[src/scc_pkg.sv]
// ----------------------------------------------------------------------------
// scc_pkg: shared types and constants of the component finder
// Command and result codes, the datapath operation set and the status group
// that the controller reads back from the datapath.
// ----------------------------------------------------------------------------
package scc_pkg;

    localparam int FIELD_W = 7;
    localparam int COMP_W  = 6;
    localparam int KIND_W  = 2;
    localparam int CMD_W   = 2;

    localparam logic [CMD_W-1:0] CMD_CLEAR  = 2'd0;
    localparam logic [CMD_W-1:0] CMD_ADD    = 2'd1;
    localparam logic [CMD_W-1:0] CMD_REMOVE = 2'd2;
    localparam logic [CMD_W-1:0] CMD_FIND   = 2'd3;

    localparam logic [KIND_W-1:0] KIND_ACK    = 2'd0;
    localparam logic [KIND_W-1:0] KIND_MEMBER = 2'd1;
    localparam logic [KIND_W-1:0] KIND_EMPTY  = 2'd2;

    typedef enum logic [4:0] {
        OP_NONE,
        OP_LOAD,
        OP_ACK,
        OP_EDGE_RD,
        OP_EDGE_WR,
        OP_FIND_INIT,
        OP_NEXT_ROOT,
        OP_START_FWD,
        OP_PASS2,
        OP_ADJ_RD,
        OP_CHK,
        OP_WALK_END,
        OP_POP,
        OP_POPLD,
        OP_FIN_RD,
        OP_START_BACK,
        OP_FINISH
    } t_dp_op;

    typedef struct packed {
        logic [CMD_W-1:0] cmd;
        logic             bad;
        logic             root_done;
        logic             root_seen;
        logic             nb_end;
        logic             wsp_empty;
        logic             fsp_empty;
        logic             back_pass;
        logic             fin_seen;
    } t_dp_status;

endpackage

[src/scc_ctrl.sv]
// ----------------------------------------------------------------------------
// scc_ctrl: sequencer of the component finder
// Decodes commands and steps the datapath through both depth-first passes.
// ----------------------------------------------------------------------------
module scc_ctrl (
    input  logic                i_clk,
    input  logic                i_rst_n,
    input  logic                start,
    output logic                busy,
    input  scc_pkg::t_dp_status i_status,
    output scc_pkg::t_dp_op     o_op
);
    import scc_pkg::*;

    typedef enum logic [12:0] {
        S_IDLE      = 13'b0000000000001,
        S_DECODE    = 13'b0000000000010,
        S_EDGE_RD   = 13'b0000000000100,
        S_EDGE_WR   = 13'b0000000001000,
        S_ACK       = 13'b0000000010000,
        S_FIND_INIT = 13'b0000000100000,
        S_ROOT      = 13'b0000001000000,
        S_RD        = 13'b0000010000000,
        S_CHK       = 13'b0000100000000,
        S_POPLD     = 13'b0001000000000,
        S_P2_POP    = 13'b0010000000000,
        S_P2_SEL    = 13'b0100000000000,
        S_FINISH    = 13'b1000000000000
    } t_state;

    t_state r_state, n_state;

    always_ff @(posedge i_clk) begin
        if (!i_rst_n) begin
            r_state <= S_IDLE;
        end else begin
            r_state <= n_state;
        end
    end

    always_comb begin
        n_state = r_state;
        o_op    = OP_NONE;
        unique case (r_state)
            S_IDLE: begin
                if (start) begin
                    o_op    = OP_LOAD;
                    n_state = S_DECODE;
                end
            end
            S_DECODE: begin
                unique case (i_status.cmd) inside
                    CMD_CLEAR:          n_state = S_ACK;
                    CMD_ADD, CMD_REMOVE: n_state = i_status.bad ? S_ACK : S_EDGE_RD;
                    default:            n_state = S_FIND_INIT;
                endcase
            end
            S_EDGE_RD: begin
                o_op    = OP_EDGE_RD;
                n_state = S_EDGE_WR;
            end
            S_EDGE_WR: begin
                o_op    = OP_EDGE_WR;
                n_state = S_ACK;
            end
            S_ACK: begin
                o_op    = OP_ACK;
                n_state = S_IDLE;
            end
            S_FIND_INIT: begin
                o_op    = OP_FIND_INIT;
                n_state = S_ROOT;
            end
            S_ROOT: begin
                if (i_status.root_done) begin
                    o_op    = OP_PASS2;
                    n_state = S_P2_POP;
                end else if (i_status.root_seen) begin
                    o_op = OP_NEXT_ROOT;
                end else begin
                    o_op    = OP_START_FWD;
                    n_state = S_RD;
                end
            end
            S_RD: begin
                if (!i_status.nb_end) begin
                    o_op    = OP_ADJ_RD;
                    n_state = S_CHK;
                end else if (i_status.wsp_empty) begin
                    o_op    = OP_WALK_END;
                    n_state = i_status.back_pass ? S_P2_POP : S_ROOT;
                end else begin
                    o_op    = OP_POP;
                    n_state = S_POPLD;
                end
            end
            S_CHK: begin
                o_op    = OP_CHK;
                n_state = S_RD;
            end
            S_POPLD: begin
                o_op    = OP_POPLD;
                n_state = S_RD;
            end
            S_P2_POP: begin
                if (i_status.fsp_empty) begin
                    n_state = S_FINISH;
                end else begin
                    o_op    = OP_FIN_RD;
                    n_state = S_P2_SEL;
                end
            end
            S_P2_SEL: begin
                if (i_status.fin_seen) begin
                    n_state = S_P2_POP;
                end else begin
                    o_op    = OP_START_BACK;
                    n_state = S_RD;
                end
            end
            S_FINISH: begin
                o_op    = OP_FINISH;
                n_state = S_IDLE;
            end
            default: n_state = S_IDLE;
        endcase
    end

    assign busy = (r_state != S_IDLE);

endmodule

[config.mk]
export PLATFORM = sky130hd
export DESIGN_NAME = scc_ctrl
export DESIGN_NICKNAME = d
export VERILOG_FILES = /design/src/scc_pkg.sv /design/src/scc_ctrl.sv
export SDC_FILE = /design/constraint.sdc
export NUM_CORES = 1
export LEC_CHECK = 0
export BUFFER_PORTS_ARGS = -buffer_cell sky130_fd_sc_hd__buf_4
export CAP_MARGIN = 20
export CORE_MARGIN = 2
export CORE_UTILIZATION = 30
export CTS_BUF_LIST = sky130_fd_sc_hd__clkbuf_4 sky130_fd_sc_hd__clkbuf_8 sky130_fd_sc_hd__clkbuf_16
export CTS_CLUSTER_DIAMETER = 100
export DETAILED_ROUTE_END_ITERATION = 12
export HOLD_SLACK_MARGIN = 0.02
export SKIP_LAST_GASP = 1
export SLEW_MARGIN = 20
export SYNTH_ARGS = -nofsm -noshare
export SYNTH_HDL_FRONTEND = slang
export SYNTH_SLANG_ARGS = --single-unit
export TNS_END_PERCENT = 1
[constraint.sdc]
create_clock -name i_clk -period 2.33 [get_ports i_clk]
set_input_delay 0.233 -clock i_clk [delete_from_list [all_inputs] [get_ports i_clk]]
set_output_delay 0.233 -clock i_clk [all_outputs]
set_load 0.005 [all_outputs]
==> impl_results.md, run 1 <==
* Pre-CTS WS at 221 ps
* Largest register FFs at 13
* Placed cells at 208
* Row cnt at 21
* Largest net degree at the start of global routing at 12
* Sequential area share after synthesis at 25.3%
* Largest Register: r_state
* Cts hold-fix bufs at 0
* Ys Warns at 0
* Slew margin rel. at 66.2%
* Post-Syn Instances at 141
* Power Internal at 0.343 mW
* Buffers on Ports at 18
* Routability congestion estimate at between 0.8 and 0.9
* Clk_lat worst skew at 280 ps
* CP arrival at 2000 ps
* Sink Count at 13
* Worst Slack Setup Final at a little under 100 ps
* Synth Flop Type: dfxtp_1
* Core box area at 3310 um2
* Switching share of power at 29.7%
* First-pass GRT wire length at 4.95 mm
* Critical path class: flop to primary output
* Crit end category: primary output
* Tmin final at between 2000 and 2500 ps
* Synthesized net count at 156
* DIE HEIGHT at 62.6 um
* Hold Path Depth at 2
* Max VDD drop at 0.000269 V
* Comb pwr share at 22.5%
* Final hold vios at 0
* Layout Nets at about 180
* Status: completed
* Static Leak at approximately 0.54 nW
* Number of antenna violations at the first check in global routing at 0
* Clock buffer depth at 2
* # DRC at 0
* Via density at 5.57
* Ant. Diodes at 0
* H-tree depth at 1
* Postcts setup bufs at 0
* Clock power frac at between 20% and 30%
* Hold crit path type: primary input to flop
* Seq cells post-synth at 13
* Drt total wl at 2.94 mm
* Die X at 62.6 um
* RSZ-0062 raised after global routing: true
* Slowest CP cell: or4b_1
* Biggest regs: r_state: 13 flops
* CTS Buf Count at 3
* CP top delay family: simple AND/OR/NAND/NOR gates
* Final setup viols at 0
* Share of cells above drive strength 1 at 24.7%
* Bufs and invs on worst path at 1
* Element type at the critical path start: flop
* Average size of a mapped cell at 7.30 um2
* First drt pass iteration count at 4
* Die area at just under 4000 um2
* Number of synthesized flops with an enable pin at 0
* P&R area growth vs syn at 27.0%
* CTS tree: yes
* Max Cap Viol at 0
* Synth cell types at 42
* Least-Margin Pin Slew at 503 ps
* Final cell count without fillers at 212
* Levels on crit path at 6
* Synth Cell Area at 1030 um2
* DR iter-0 viols at between 70 and 80
* Largest stage delay on the critical path at approximately 480 ps
* Clock Skews at 1.77 ps
* Data required time of the critical path at 2100 ps
* FF-to-FF path depth at 6
* Fillers at 349
* Detailed Place HPWL at 2.36 mm
* Crit-path max FO at 11
* Fmax achieved at 0.448 GHz
* Worst-path cell chain: nor4b_4 -> nor3b_1 -> a21oi_1 -> or4b_1 -> nand3_1 -> buf_4
* Slew Limit Fails at 0
* Initial core utilization at 31.1%
* Fin crit share at 95.8%
* Remaining Overflow, GRT at 0
* Routed vias at 1180
* Share of flip-flops with an asynchronous set or reset at 0%
* CTS clk-pin slew, worst paths at 80 ps
* Switching power at 0.145 mW
* Sequential power share at between 40% and 50%
* Final ANT Viol Nets at 0
* Io pins at 19
* Routed length per instance at 13.9 um
* Global-route usage over all layers at ~16%
* Root Buffer Master: clkbuf_4
* Pwr Density at 373 nW/um2
* Number of global-route vias before repair at 1038
logic make-up after synthesis:
logic type	after synthesis	synth area share (%)
xor gates and xnor gates	3	2.55
buffers and inverters	12	5.59
muxes	1	0.972
AOI/OAI and AO/OA	26	15.6
and+or+nand+nor	84	47.6
adders and majority gates	2	2.43
DFF	13	25.3
repair_timing:
action,CTS,global route
endpoints found under the setup margin,2,3
resized for setup,2,5
endpoints found under the hold margin,0,0
cell usage in the layout (no fill, tap or decap), types with 5 or more instances in the layout:
cell      count
a21oi_1      10
buf_4        27
dfxtp_1      10
inv_1         6
nand2_1       9
nand3_1       6
nand4b_1      5
nor2_1       21
nor3_1       10
through the flow:
stage | hold slack, ps | setup TNS (ps) | total power, mW | utilization, % | cell area, um2
6_report | 111 | 0 | 0.487 | 39.5 | 1310
5_1_grt | 106 | -43.8 | 0.513 | 39.5 | 1310
4_1_cts | 104 | 0 | 0.489 | 39.0 | 1290
2_1_floorplan | 310 | 0 | 0.289 | - | 1030
3_3_place_gp | 408 | 0 | 0.346 | 37.9 | 1250
3_5_place_dp | 409 | 0 | 0.347 | 37.9 | 1250
Yosys cell counts, drive strengths merged, types with 3 or more instances:
cell type	number	area (um2)
nand4b	5	43.8
nor4	4	40.0
buf	3	23.8
nor2	21	78.8
nand2b	4	25.0
dfxtp	13	260
nand3	6	30.0
clkbuf	3	11.3
a21oi	11	58.8
o22ai	3	18.8
o21ai	4	20.0
nand3b	4	30.0
nor3b	4	30.0
nor3	12	65.1
inv	6	22.5
nand2	9	33.8
nor4b	3	26.3
worst reg2reg max path, cell delays in order (launching register included):
cell and delay [ps]:
dfxtp_1 330, buf_4 160, or3_1 440, nor3_2 270, nand4b_1 180, or3_1 390, a21oi_2 110
layout make-up:
class	instances	area [um2]	area share, %
repair buffers	27	203	15.5
flip-flops and latches	13	264	20.2
well taps	46	57.6	4.40
clock buffers	3	22.5	1.72
multi-input cells	116	733	56.1
clock inverters	1	5.00	0.383
inverters	6	22.5	1.72
layer usage:
metal,up-vias,part of all wire (%),global-route usage [%]
met5,-,0,0
met1,532,44,21.1
li1,575,-,-
met2,65,46,25.7
met4,0,1.9,5.00
met3,8,7.7,1.62
power groups by stage:
stage          combinational (mW)  sequential (mW)  clock (mW)
2_1_floorplan              0.0527            0.236           0
3_3_place_gp                0.107            0.239           0
6_report                    0.110            0.234       0.144
5_1_grt                     0.122            0.235       0.155
3_5_place_dp                0.108            0.239           0
4_1_cts                     0.108            0.234       0.146
final timing paths:
path / from / endpoint / slack, ps
setup / recovery: r_state[5]$_SDFFE_PN0P_ / o_op[2] / 100
hold / removal: i_status[7] / r_state[2]$_SDFFE_PN0P_ / 110
setup reg to reg: r_state[11]$_SDFFE_PN0P_ / r_state[4]$_SDFFE_PN0P_ / 380
hold reg to reg: r_state[3]$_SDFFE_PN0P_ / r_state[4]$_SDFFE_PN0P_ / 600
No activity file was read; power rests on OpenSTA's default activity.
==> run 2, diff against run 1 <==
--- a/config.mk
+++ b/config.mk
@@ -13,6 +13,7 @@
 export CTS_CLUSTER_DIAMETER = 100
 export DETAILED_ROUTE_END_ITERATION = 12
 export HOLD_SLACK_MARGIN = 0.02
+export SETUP_SLACK_MARGIN = 0.3
 export SKIP_LAST_GASP = 1
 export SLEW_MARGIN = 20
 export SYNTH_ARGS = -nofsm -noshare
==> run 2 against run 1 <==
  * Final cell count up 1.9%
  * First-iteration DRC count down 6.9%
  * Design area up 5.5%
  * Worst setup slack better by 67 ps
  * Global-route usage up 1.3 points
  * Sequential power about the same
  * Die area unchanged
  * Clock skew about the same
  * Clock power about the same
  * Total power down 0.10%
  * Hold slack worse by 1.2 ps
  * Sequential cell count unchanged
  * Critical path type unchanged
==> impl_results.md, run 2 (synthesized netlist as in run 1, its figures left out) <==
* Routed length per instance at 14.6 um
* Core box area at 3310 um2
* Sequential power share at 47.6%
* CTS clk-pin slew, worst paths at 80 ps
* Slew margin rel. at between 70% and 80%
* Static Leak at 0.556 nW
* Initial core utilization at between 30% and 40%
* Status: completed
* Switching power at 0.146 mW
* DIE HEIGHT at ~63 um
* Io pins at 19
* Root Buffer Master: clkbuf_4
* Commonest non-fill, non-tap cell in the layout: buf_4
* H-tree depth at 1
* Largest Register: r_state
* Share of cells above drive strength 1 at between 20 and 30%
* Biggest regs: r_state: 13 flops
* Comb pwr share at 22.9%
* Drt total wl at roughly 3.2 mm
* Critical path class: flop to primary output
* Power Internal at 0.341 mW
* Remaining Overflow, GRT at 0
* FF-to-FF setup slack at 440 ps
* Final hold vios at 0
* Number of global-route vias before repair at around 1100
* Worst-path cell chain: nor4b_4 -> nor3b_2 -> a21oi_1 -> or4b_1 -> nand3_1 -> buf_4
* # DRC at 0
* Ant. Diodes at 0
* Hold path endpoint: r_state[2]$_SDFFE_PN0P_
* Area post-placement at 1250 um2
* Slowest CP cell: or4b_1
* P&R area growth vs syn at 33.9%
* Fmax achieved at 0.462 GHz
* CTS tree: yes
* Worst Hold Launch: i_status[7]
* First-pass GRT wire length at 5.33 mm
* Hold Path Depth at 2
* Total negative slack at 0 ps
* Reg-to-reg startpoint: r_state[6]$_SDFFE_PN0P_
* Detailed Place HPWL at 2.36 mm
* Routed vias at 1187
* Most frequent cells in the layout: buf_4 (30), nor2_1 (21), a21oi_1 (10)
* DR iter-0 viols at 67
* Clock buffer depth at 2
* Hold crit path type: primary input to flop
* Final instance area at 1380 um2
* Clk_lat worst skew at ~280 ps
* Clock Skews at roughly 1.9 ps
* Slew Limit Fails at 0
* Final setup viols at 0
* Die area at 3920 um2
* Die X at roughly 63 um
* Buffers on Ports at 18
* Tmin final at roughly 2200 ps
* Fin crit share at 92.9%
* Switching share of power at 30.0%
* CP arrival at 1930 ps
* Fin util at 41.6%
* Bufs and invs on worst path at 1
* Least-Margin Pin Slew at 429 ps
* Clock power frac at 29.5%
* Via density at 5.50
* Pre-CTS WS at 221 ps
* Worst Slack Setup Final at 165 ps
* Largest register FFs at 13
* Max VDD drop at 0.000269 V
* Row cnt at 21
* Final ANT Viol Nets at 0
* RSZ-0062 raised after global routing: true
* Routability congestion estimate at 0.882
* FF-to-FF path depth at 5
* Global-route usage over all layers at 16.8%
* Largest net degree at the start of global routing at 12
* Element type at the critical path start: flop
* Pwr Total at 0.487 mW
* Max Cap Viol at 0
* Layout Nets at 186
* Crit end category: primary output
* Data required time of the critical path at 2100 ps
* CP top delay family: simple AND/OR/NAND/NOR gates
* CTS Buf Count at 3
* First drt pass iteration count at 4
* Crit-path max FO at 6
* Largest stage delay on the critical path at 480 ps
* Pwr Density at 353 nW/um2
* Number of antenna violations at the first check in global routing at 0
* Sink Count at 13
* Reg-to-Reg End: r_state[4]$_SDFFE_PN0P_
run 2: final cells by class:
cell class,count,area (um2)
flip-flops and latches,13,270
inverters,6,22.5
clock buffers,3,22.5
fillers,338,1930
repair buffers,31,229
multi-input cells,116,772
clock inverters,1,5.00
well taps,46,57.6
run 2: what timing repair did:
item	in CTS	in global routing
hold buffers	0	0
endpoints found under the setup margin	5	5
pin swaps	2	0
buffers inserted	4	0
gates resized for setup	15	1
run 2: worst max-delay path by stage:
stage | from | endpoint | slack, ps | depth (start not counted)
after detailed placement | r_state[7]$_SDFFE_PN0P_ | o_op[2] | 220 | 6
final | r_state[6]$_SDFFE_PN0P_ | o_op[2] | 160 | 6
after CTS | r_state[6]$_SDFFE_PN0P_ | o_op[2] | 190 | 6
after floorplan | r_state[6]$_SDFFE_PN0P_ | o_op[2] | 470 | 6
after global routing | r_state[4]$_SDFFE_PN0P_ | o_op[1] | 70 | 6
after global placement | r_state[7]$_SDFFE_PN0P_ | o_op[2] | 290 | 6
run 2: stage by stage:
stage	hold WS, ps	instances
global placement	408	208
detailed placement	409	208
floorplan	310	141
CTS	105	216
finish	110	216
global route	106	216
run 2: power groups by stage:
stage	clock network [mW]	logic, mW	registers, mW
floorplan	0	0.0527	0.236
global placement	0	0.107	0.239
detailed placement	0	0.108	0.239
CTS	0.146	0.110	0.232
global route	0.155	0.124	0.233
finish	0.144	0.112	0.232
run 2: metal layers:
metal	GRT usage, %	routed length (um)	vias to the layer above	share of wire (%)
met5	0	0	-	0
met4	6.67	70	0	2.2
met3	1.98	178	10	5.6
met2	28.6	1520	51	48
met1	21.4	1390	538	44
li1	-	-	588	-
